===== config.mk =====
export PLATFORM = sky130hd
export DESIGN_NAME = sgsd_head
export DESIGN_NICKNAME = d
export VERILOG_FILES = /design/src/rtl/assert_macros.svh /design/src/rtl/sgsd_pkg.sv /design/src/rtl/sgsd_head.sv
export SDC_FILE = /design/constraint.sdc
export NUM_CORES = 2
export LEC_CHECK = 0
export ABC_AREA = 1
export ABC_CLOCK_PERIOD_IN_PS = 11200
export BUFFER_PORTS_ARGS = -buffer_cell sky130_fd_sc_hd__buf_2
export CORE_ASPECT_RATIO = 0.5
export CORE_MARGIN = 2
export CORE_UTILIZATION = 50
export DETAILED_ROUTE_END_ITERATION = 7
export PLACE_DENSITY = 0.67
export SLEW_MARGIN = 20
export SYNTH_ARGS = -nofsm -noshare
export SYNTH_HDL_FRONTEND = slang
export SYNTH_SLANG_ARGS = --single-unit

===== constraint.sdc =====
create_clock -name vclk -period 11.2
set_input_delay 0 -clock vclk [all_inputs]
set_output_delay 0 -clock vclk [all_outputs]
set_load 0.005 [all_outputs]

===== src/rtl/assert_macros.svh =====
// Assertion macros included by the Savitzky-Golay core.
`ifndef ASSERT_MACROS_SVH
`define ASSERT_MACROS_SVH

// The consequent must hold in the same cycle as the antecedent.
`define SGSD_ASSERT_IMP(label, clk, rst_n, ante, cons) \
    label: assert property (@(posedge clk) disable iff (!rst_n) (ante) |-> (cons)) \
        else $error("sgsd assertion failed");

// The consequent must hold in the cycle after the antecedent.
`define SGSD_ASSERT_NXT(label, clk, rst_n, ante, cons) \
    label: assert property (@(posedge clk) disable iff (!rst_n) (ante) |=> (cons)) \
        else $error("sgsd assertion failed");

`endif


===== src/rtl/sgsd_pkg.sv =====
package sgsd_pkg;

    localparam int HALF_WINDOW = 5;
    localparam int TAPS        = 2 * HALF_WINDOW + 1;
    localparam int SAMPLE_W    = 16;
    localparam int COEF_W      = 16;
    localparam int ACC_W       = 36;
    localparam int OUT_W       = 32;
    localparam int OUT_SHIFT   = 8;
    localparam int FILL_W      = $clog2(TAPS + 1);

    typedef logic        [SAMPLE_W-1:0] t_sample;
    typedef logic signed [COEF_W-1:0]   t_coef;
    typedef logic signed [ACC_W-1:0]    t_acc;
    typedef logic signed [OUT_W-1:0]    t_out;
    typedef logic        [FILL_W-1:0]   t_fill;

    typedef struct packed {
        t_coef smooth;
        t_coef first;
        t_coef second;
    } t_coef_set;

    typedef struct packed {
        t_acc smooth;
        t_acc first;
        t_acc second;
    } t_sums;

    typedef struct packed {
        t_out smoothed;
        t_out first_derivative;
        t_out second_derivative;
    } t_result;

    localparam t_fill FILL_FULL = t_fill'(TAPS);
    localparam t_fill FILL_LAST = t_fill'(TAPS - 1);

    localparam t_acc RND_POS = t_acc'(1) <<< (OUT_SHIFT - 1);
    localparam t_acc RND_NEG = RND_POS - t_acc'(1);
    localparam t_acc SAT_HI  = t_acc'(signed'(32'h7FFF_FFFF));
    localparam t_acc SAT_LO  = t_acc'(signed'(32'h8000_0000));

    // Weights with 16 fractional bits, index 0 is the oldest sample.
    localparam t_coef_set COEF_TABLE [TAPS] = '{
        '{smooth: -16'sd5500,  first: -16'sd2979, second:  16'sd2291},
        '{smooth:  16'sd1375,  first: -16'sd2383, second:  16'sd917},
        '{smooth:  16'sd6722,  first: -16'sd1787, second: -16'sd153},
        '{smooth:  16'sd10541, first: -16'sd1192, second: -16'sd917},
        '{smooth:  16'sd12832, first: -16'sd596,  second: -16'sd1375},
        '{smooth:  16'sd13596, first:  16'sd0,    second: -16'sd1528},
        '{smooth:  16'sd12832, first:  16'sd596,  second: -16'sd1375},
        '{smooth:  16'sd10541, first:  16'sd1192, second: -16'sd917},
        '{smooth:  16'sd6722,  first:  16'sd1787, second: -16'sd153},
        '{smooth:  16'sd1375,  first:  16'sd2383, second:  16'sd917},
        '{smooth: -16'sd5500,  first:  16'sd2979, second:  16'sd2291}
    };

    function automatic t_acc tap_mac(t_acc sum, t_sample x, t_coef c);
        logic signed [SAMPLE_W:0]        xs;
        logic signed [SAMPLE_W+COEF_W:0] prod;
        xs   = signed'({1'b0, x});
        prod = xs * c;
        return sum + t_acc'(prod);
    endfunction

    function automatic t_sums tap_mac_set(t_sums sum, t_sample x, t_coef_set c);
        t_sums r;
        r.smooth = tap_mac(sum.smooth, x, c.smooth);
        r.first  = tap_mac(sum.first,  x, c.first);
        r.second = tap_mac(sum.second, x, c.second);
        return r;
    endfunction

endpackage


===== src/rtl/sgsd_head.sv =====
module sgsd_head (
    input  sgsd_pkg::t_sample   i_sample,
    input  sgsd_pkg::t_coef_set i_coef,
    input  sgsd_pkg::t_sums     i_sum,
    output sgsd_pkg::t_result   o_result
);

    sgsd_pkg::t_sums w_total;

    function automatic sgsd_pkg::t_out round_sat(sgsd_pkg::t_acc v);
        sgsd_pkg::t_acc t;
        t = (v + (v[sgsd_pkg::ACC_W-1] ? sgsd_pkg::RND_NEG : sgsd_pkg::RND_POS))
            >>> sgsd_pkg::OUT_SHIFT;
        if (t > sgsd_pkg::SAT_HI) begin
            t = sgsd_pkg::SAT_HI;
        end else if (t < sgsd_pkg::SAT_LO) begin
            t = sgsd_pkg::SAT_LO;
        end
        return t[sgsd_pkg::OUT_W-1:0];
    endfunction

    assign w_total = sgsd_pkg::tap_mac_set(i_sum, i_sample, i_coef);

    assign o_result.smoothed          = round_sat(w_total.smooth);
    assign o_result.first_derivative  = round_sat(w_total.first);
    assign o_result.second_derivative = round_sat(w_total.second);

endmodule

==> metrics.yaml <==
detailed_routing:
  drtPass1Iterations: 6
  num_vias: 32700
  routedWlPerCell_um: 16.4
  drc: 0
  viasPerCell: 5.02
  wl_um: 107000
  drt_iter0_drc: 2535
  postRouteAntennaNets: 0
global_route:
  met3_usage_pct: 2.80
  grt_first_pass_wirelength_um: 175000
  gr-usage-met2_pct: 48.9
  grt_pass1_vias: 33400
  grt_antenna_before_repair: 1
  overflow: 0
  track_usage_pct: 29.2
  busiest_layer: "met2"
  grt_util_met1_pct: 41.5
  grt_max_degree: 49
sta:
  tns_ns: 0
  slew_violations: 0
  fin_crit_ns: 7.76
  period_share_pct: 69.3
  worst_pin_slew_ns: 1.12
  slew_headroom_pct: 25.0
  finalSetupViolations: 0
  max_freq_mhz: 129
  rsz0062_at_grt: "false"
  hold_violations: 0
placed_design:
  dp_hpwl_um: 90600
  portBuffers: 268
  place_congestion: 1.00
synth:
  synth.avg_cell_area_um2: 6.67
  netlist_area_um2: 36400
  netlist.area_leader.share_pct: 37.4
  synth_cell_type_count: 41
  synth_top_area_cell: "fa_1"
  ys_top_cells_by_area: "fa_1, inv_1, nand2_1"
  ys_seq_area_share_pct: 0
  syn_nets: 6712
  ys.warnings.count: 0
  synth_cells: 5466
floorplan:
  die_area_um2: 75200
  row_count: 69
  die_h_um: 195
  coreArea_um2: 71600
  start_util_pct: 50.9
  io_pins: 268
  fp.dieW_um: 386
critical_path:
  max_stage_delay_ns: 0.82
  crit_path_top_delay_cell: "buf_2"
  crit_fanout: 46
  crit_top_cell: "nand2_1"
  cpLargestDelayFamily: "adder cells"
  cp.required_ns: 11.20
  worst_setup_path_start_kind: "primary input"
  cp-end-kind: "output port"
  critPathKind: "primary input to output port"
  crit_buf_inv: 10
  cp.arrival_ns: 7.76
cells_and_area:
  mostFrequentLayoutCells: "inv_1, nand2_1, fa_1, ha_1, nor2_1"
  ff_latch_area_um2: 0
  area.growth.synth_to_final_pct: 5.32
  clockBufferCount: 0
  final_common_cell: "inv_1"
  drive_above_1_share_pct: 6.06
  nFlopsAndLatches: 0
  finalNetCount: 6812
status:
  status: "finished clean"
clock_tree:
  cts_resized: 0
  hold_buffers: 0
  cts_setup_buffers: 0
hold_path:
  hold_class: "primary input to output port"
run:
  maxCapViolations: 0
## Yosys cell counts (15+ instances only)
master / n
a21oi_1: 95
inv_1: 1733
nor3_1: 36
ha_1: 393
nor2_1: 315
nand3_1: 171
xnor2_1: 25
o21bai_1: 15
nand2_1: 1582
clkbuf_1: 164
xor2_1: 55
o21ai_0: 28
fa_1: 681
nand4_1: 56
## cells by family (layout without fill, tap and decap cells)
| group | Yosys count | after routing | share of synthesized area (%) |
|---|---|---|---|
| other | 0 | 1 | 0 |
| xor gates and xnor gates | 86 | 86 | 2.19 |
| and+or+nand+nor | 2218 | 2218 | 24.5 |
| AOI/OAI and AO/OA | 159 | 159 | 2.41 |
| adders and majority gates | 1074 | 1074 | 50.9 |
| buffers and inverters | 1929 | 2027 | 20.0 |
## stage by stage
step	std cells	utilization (%)	instance area, µm²	worst slack [ns]	hold WS [ns]
after global placement	6521	53.6	38400	3.56	0.769
after CTS	6521	53.6	38400	3.48	0.794
after floorplan	5466	-	36400	4.57	0.452
after detailed placement	6521	53.6	38400	3.50	0.787
after global routing	6523	53.6	38400	2.81	0.889
final	6523	53.6	38400	3.44	0.794
## area by class of cell
cell class	count	area (µm²)
fill	7187	33200
multi-input combinational	3537	29200
inverter	1744	6550
timing repair buffer	283	1470
tap	958	1200
antenna	1	2.50
## metal layers
metal,vias to the layer above,share of wire [%]
met3,142,7.4
li1,15600,-
met2,1235,47
met4,0,1.8
met5,-,0
met1,15700,44
## final timing paths
path / start / endpoint / cells past startpoint
worst max-delay path: i_sample[13] / o_result[25] / 34
worst min-delay path: i_sum[36] / o_result[34] / 7
Power is left out: the tool's default activity adds up to more than one toggle a clock period on the data nets, which glitch-free logic cannot reach.
