## src/rtl/assert_macros.svh

```systemverilog
// Assertion macros included by the Savitzky-Golay core.
`ifndef ASSERT_MACROS_SVH
`define ASSERT_MACROS_SVH

// The consequent must hold in the same cycle as the antecedent.
`define SGSD_ASSERT_IMP(label, clk, rst_n, ante, cons) \
    label: assert property (@(posedge clk) disable iff (!rst_n) (ante) |-> (cons)) \
        else $error("sgsd assertion failed");

// The consequent must hold in the cycle after the antecedent.
`define SGSD_ASSERT_NXT(label, clk, rst_n, ante, cons) \
    label: assert property (@(posedge clk) disable iff (!rst_n) (ante) |=> (cons)) \
        else $error("sgsd assertion failed");

`endif

```

## src/rtl/sgsd_pkg.sv

```systemverilog
package sgsd_pkg;

    localparam int HALF_WINDOW = 5;
    localparam int TAPS        = 2 * HALF_WINDOW + 1;
    localparam int SAMPLE_W    = 16;
    localparam int COEF_W      = 16;
    localparam int ACC_W       = 36;
    localparam int OUT_W       = 32;
    localparam int OUT_SHIFT   = 8;
    localparam int FILL_W      = $clog2(TAPS + 1);

    typedef logic        [SAMPLE_W-1:0] t_sample;
    typedef logic signed [COEF_W-1:0]   t_coef;
    typedef logic signed [ACC_W-1:0]    t_acc;
    typedef logic signed [OUT_W-1:0]    t_out;
    typedef logic        [FILL_W-1:0]   t_fill;

    typedef struct packed {
        t_coef smooth;
        t_coef first;
        t_coef second;
    } t_coef_set;

    typedef struct packed {
        t_acc smooth;
        t_acc first;
        t_acc second;
    } t_sums;

    typedef struct packed {
        t_out smoothed;
        t_out first_derivative;
        t_out second_derivative;
    } t_result;

    localparam t_fill FILL_FULL = t_fill'(TAPS);
    localparam t_fill FILL_LAST = t_fill'(TAPS - 1);

    localparam t_acc RND_POS = t_acc'(1) <<< (OUT_SHIFT - 1);
    localparam t_acc RND_NEG = RND_POS - t_acc'(1);
    localparam t_acc SAT_HI  = t_acc'(signed'(32'h7FFF_FFFF));
    localparam t_acc SAT_LO  = t_acc'(signed'(32'h8000_0000));

    // Weights with 16 fractional bits, index 0 is the oldest sample.
    localparam t_coef_set COEF_TABLE [TAPS] = '{
        '{smooth: -16'sd5500,  first: -16'sd2979, second:  16'sd2291},
        '{smooth:  16'sd1375,  first: -16'sd2383, second:  16'sd917},
        '{smooth:  16'sd6722,  first: -16'sd1787, second: -16'sd153},
        '{smooth:  16'sd10541, first: -16'sd1192, second: -16'sd917},
        '{smooth:  16'sd12832, first: -16'sd596,  second: -16'sd1375},
        '{smooth:  16'sd13596, first:  16'sd0,    second: -16'sd1528},
        '{smooth:  16'sd12832, first:  16'sd596,  second: -16'sd1375},
        '{smooth:  16'sd10541, first:  16'sd1192, second: -16'sd917},
        '{smooth:  16'sd6722,  first:  16'sd1787, second: -16'sd153},
        '{smooth:  16'sd1375,  first:  16'sd2383, second:  16'sd917},
        '{smooth: -16'sd5500,  first:  16'sd2979, second:  16'sd2291}
    };

    function automatic t_acc tap_mac(t_acc sum, t_sample x, t_coef c);
        logic signed [SAMPLE_W:0]        xs;
        logic signed [SAMPLE_W+COEF_W:0] prod;
        xs   = signed'({1'b0, x});
        prod = xs * c;
        return sum + t_acc'(prod);
    endfunction

    function automatic t_sums tap_mac_set(t_sums sum, t_sample x, t_coef_set c);
        t_sums r;
        r.smooth = tap_mac(sum.smooth, x, c.smooth);
        r.first  = tap_mac(sum.first,  x, c.first);
        r.second = tap_mac(sum.second, x, c.second);
        return r;
    endfunction

endpackage

```

## src/rtl/sgsd_cell.sv

```systemverilog
module sgsd_cell (
    input  logic                i_clk,
    input  logic                i_en,
    input  sgsd_pkg::t_sample   i_sample,
    input  sgsd_pkg::t_coef_set i_coef,
    input  sgsd_pkg::t_sums     i_sum,
    output sgsd_pkg::t_sums     o_sum
);

    sgsd_pkg::t_sums r_sum;
    sgsd_pkg::t_sums n_sum;

    assign n_sum = sgsd_pkg::tap_mac_set(i_sum, i_sample, i_coef);

    always_ff @(posedge i_clk) begin
        if (i_en) begin
            r_sum <= n_sum;
        end
    end

    assign o_sum = r_sum;

endmodule

```

## config.mk

```make
export PLATFORM = sky130hd
export DESIGN_NAME = sgsd_cell
export DESIGN_NICKNAME = d
export VERILOG_FILES = /design/src/rtl/assert_macros.svh /design/src/rtl/sgsd_pkg.sv /design/src/rtl/sgsd_cell.sv
export SDC_FILE = /design/constraint.sdc
export NUM_CORES = 2
export LEC_CHECK = 0
export BUFFER_PORTS_ARGS = -buffer_cell sky130_fd_sc_hd__buf_2
export CAP_MARGIN = 40
export CORE_UTILIZATION = 35
export DETAILED_ROUTE_END_ITERATION = 8
export HOLD_SLACK_MARGIN = 0.02
export PLACE_DENSITY = 0.59
export SKIP_CTS_REPAIR_TIMING = 1
export SYNTH_ARGS = -nofsm -noshare
export SYNTH_HDL_FRONTEND = slang
export SYNTH_SLANG_ARGS = --single-unit
export TNS_END_PERCENT = 1
```

## constraint.sdc

```tcl
create_clock -name i_clk -period 12.42 [get_ports i_clk]
set_input_delay 1.242 -clock i_clk [delete_from_list [all_inputs] [get_ports i_clk]]
set_output_delay 1.242 -clock i_clk [all_outputs]
set_load 0.01 [all_outputs]
```

==> impl_metrics.json <==
{
  "status": "finished, final reports clean",
  "use_met2_pct": 30.0,
  "synth_area_mm2": 0.0336,
  "synth.distinct_cells": 74,
  "area_growth_pct": 8.62,
  "min_period_ns": 7.68,
  "synth-main-ff-cell": "edfxtp_1",
  "fin_setup_tns_ns": 0,
  "synthTopCellsByArea": "fa_1 (41%), ha_1 (14%), inv_1 (11%), edfxtp_1 (9.7%), and2_1 (7.2%)",
  "endpoint_kind": "flop",
  "tightestPinTransition_ns": 0.796,
  "multi_input_area_mm2": 0.0261,
  "numCtsBuffers": 9,
  "ys_seq_elements": 108,
  "fp.dieArea_mm2": 0.0971,
  "fill_cells": 9707,
  "synth_top_cell_area_share_pct": 40.6,
  "path_max_fanout": 25,
  "drt.antenna.violating_nets": 0,
  "synth-xor-area-share_pct": 2.51,
  "yosys.area.top_type": "fa_1",
  "row_count": 113,
  "drive_above_1_share_pct": 9.01,
  "cts_sinks": 108,
  "hold_viol": 0,
  "synth_fp_nets": 4886,
  "seq_area_mm2": 0.00324,
  "drt_first_pass_iters": 5,
  "drc": 0,
  "cap_violations": 0,
  "synth_warnings": 0,
  "met1_usage_pct": 25.1,
  "setup_violations": 0,
  "grt.busiest_layer": "met2",
  "core_mm2": 0.0950,
  "dp_hpwl_mm": 68.6,
  "tritoncts": "built",
  "synth_edf_count": 108,
  "gp_congestion": 0.879,
  "max_freq_ghz": 0.130,
  "worst_hold_slack_ns": 1.10,
  "synth_fa_ha_area_share_pct": 54.7,
  "dp_cells": 5066,
  "synth_top_family_by_area": "adder cells",
  "totalWireLength_mm": 85.0,
  "largest_register_ffs": 108,
  "fp.dieH_um": 312,
  "grt.total_usage_pct": 18.2,
  "final_cell_mix": "inv_1 (959), fa_1 (681), nand2_1 (403)",
  "synth_seq_area_share_pct": 9.66,
  "min_period_over_period_pct": 61.8,
  "synth.area.mux_share_pct": 0,
  "start_kind": "input port",
  "drv_slew": 0,
  "wl_per_cell_um": 16.7,
  "nets": 5045,
  "portBuffers": 281,
  "cp.required_ns": 12.61,
  "fin_cells": 5087,
  "clk_pin_slew_ns": 0.09,
  "grt_pass1_wl_mm": 139,
  "final_common_cell": "inv_1",
  "relSlewSlack_pct": 46.9,
  "crit_type": "in -> reg",
  "grt_pass1_vias": 25600,
  "grt_overflow": 0,
  "htree_num_levels": 3,
  "met3_usage_pct": 2.76,
  "viasPerCell": 4.74,
  "rsz0062_at_grt": "false",
  "die_x_um": 312,
  "postSynthCellCount": 3653,
  "cp.arrival_ns": 7.87,
  "synth_simple_gate_area_share_pct": 14.6,
  "synthArstFlopShare_pct": 0,
  "antenna_found_initial": 6,
  "clockBufferDepth": 2,
  "postSynthAreaPerCell_um2": 9.19,
  "cts_root_buffer": "clkbuf_16",
  "final_util_pct": 38.4,
  "via_count": 24100,
  "ios": 282,
  "start_util_pct": 35.3,
  "first_iter_violations": 1172,
  "synth_compound_area_share_pct": 6.06,
  "grt_max_degree": 54,
  "hold_path.class": "in -> reg"
}
## path summary, 6_finish.rpt
| path | startpoint | end | depth (start not counted) |
|---|---|---|---|
| min | i_sum[36] | o_sum[36] | 2 |
| max | i_sample[10] | o_sum[35] | 22 |
## cell families (layout without fill, tap and decap cells)
kind of cell,after synthesis,count (layout)
buffers and inverters,1112,1276
adder cells (fa/ha/maj),1059,1059
AND/OR/NAND/NOR,979,979
AO/OA/AOI/OAI,299,299
flip-flops,108,108
XOR/XNOR,96,96
other,0,5
## per-stage QoR
step / instance area [um^2] / worst slack [ns]
finish: 36500 / 4.74
global route: 36400 / 4.44
CTS: 36400 / 4.75
detailed placement: 36100 / 4.24
global placement: 36100 / 4.35
floorplan: 33600 / 5.36
## synthesized netlist by cell type (all sizes together) (2+ instances only)
cell     count
a2111oi      4
a211o        3
a211oi      13
a21o        38
a21oi      101
a31oi       10
a41oi        2
and2       388
and3         9
buf          4
clkbuf     149
edfxtp     108
fa         681
ha         378
inv        959
nand2      403
nand2b      24
nand3       13
nand3b       2
nand4       15
nor2        80
nor2b       13
nor3        17
nor4         7
o211ai       3
o21a        14
o21ai       54
o21bai      14
o221a        4
o221ai       5
o22ai        2
o311ai       3
o31a         3
o31ai        9
o41ai        3
or2          4
or3          2
xnor2       65
xor2        31
## routing by layer
| metal | vias up | wire length [um] |
|---|---|---|
| met5 | - | 62 |
| met4 | 10 | 1270 |
| met3 | 85 | 3920 |
| met2 | 521 | 40500 |
| met1 | 12300 | 39300 |
| li1 | 11200 | - |
## cell type report
cell class | count | share of cell area (%)
multi-input cells | 2433 | 71.7
inverters | 959 | 9.87
flip-flops and latches | 108 | 8.90
well taps | 1265 | 4.34
repair buffers | 301 | 4.33
clock buffers | 10 | 0.628
clock inverters | 6 | 0.199
diodes | 5 | 0.0343
## worst max-delay path, stage by stage
cell      delay, ns
buf_2          0.49
buf_4          0.47
and2_1         0.22
fa_1           0.43
inv_1          0.08
fa_1           0.43
fa_1           0.53
inv_1          0.06
fa_1           0.45
fa_1           0.52
inv_1          0.05
fa_1           0.48
inv_1          0.05
ha_1           0.45
nand2_1        0.11
nor4_1         0.31
o22ai_1        0.15
a31oi_1        0.53
a211oi_1       0.24
o31a_1         0.32
o21ai_1        0.15
xnor2_1        0.08
Power is left out: the tool's default activity adds up to more than one toggle a clock period on the data nets, which glitch-free logic cannot reach.
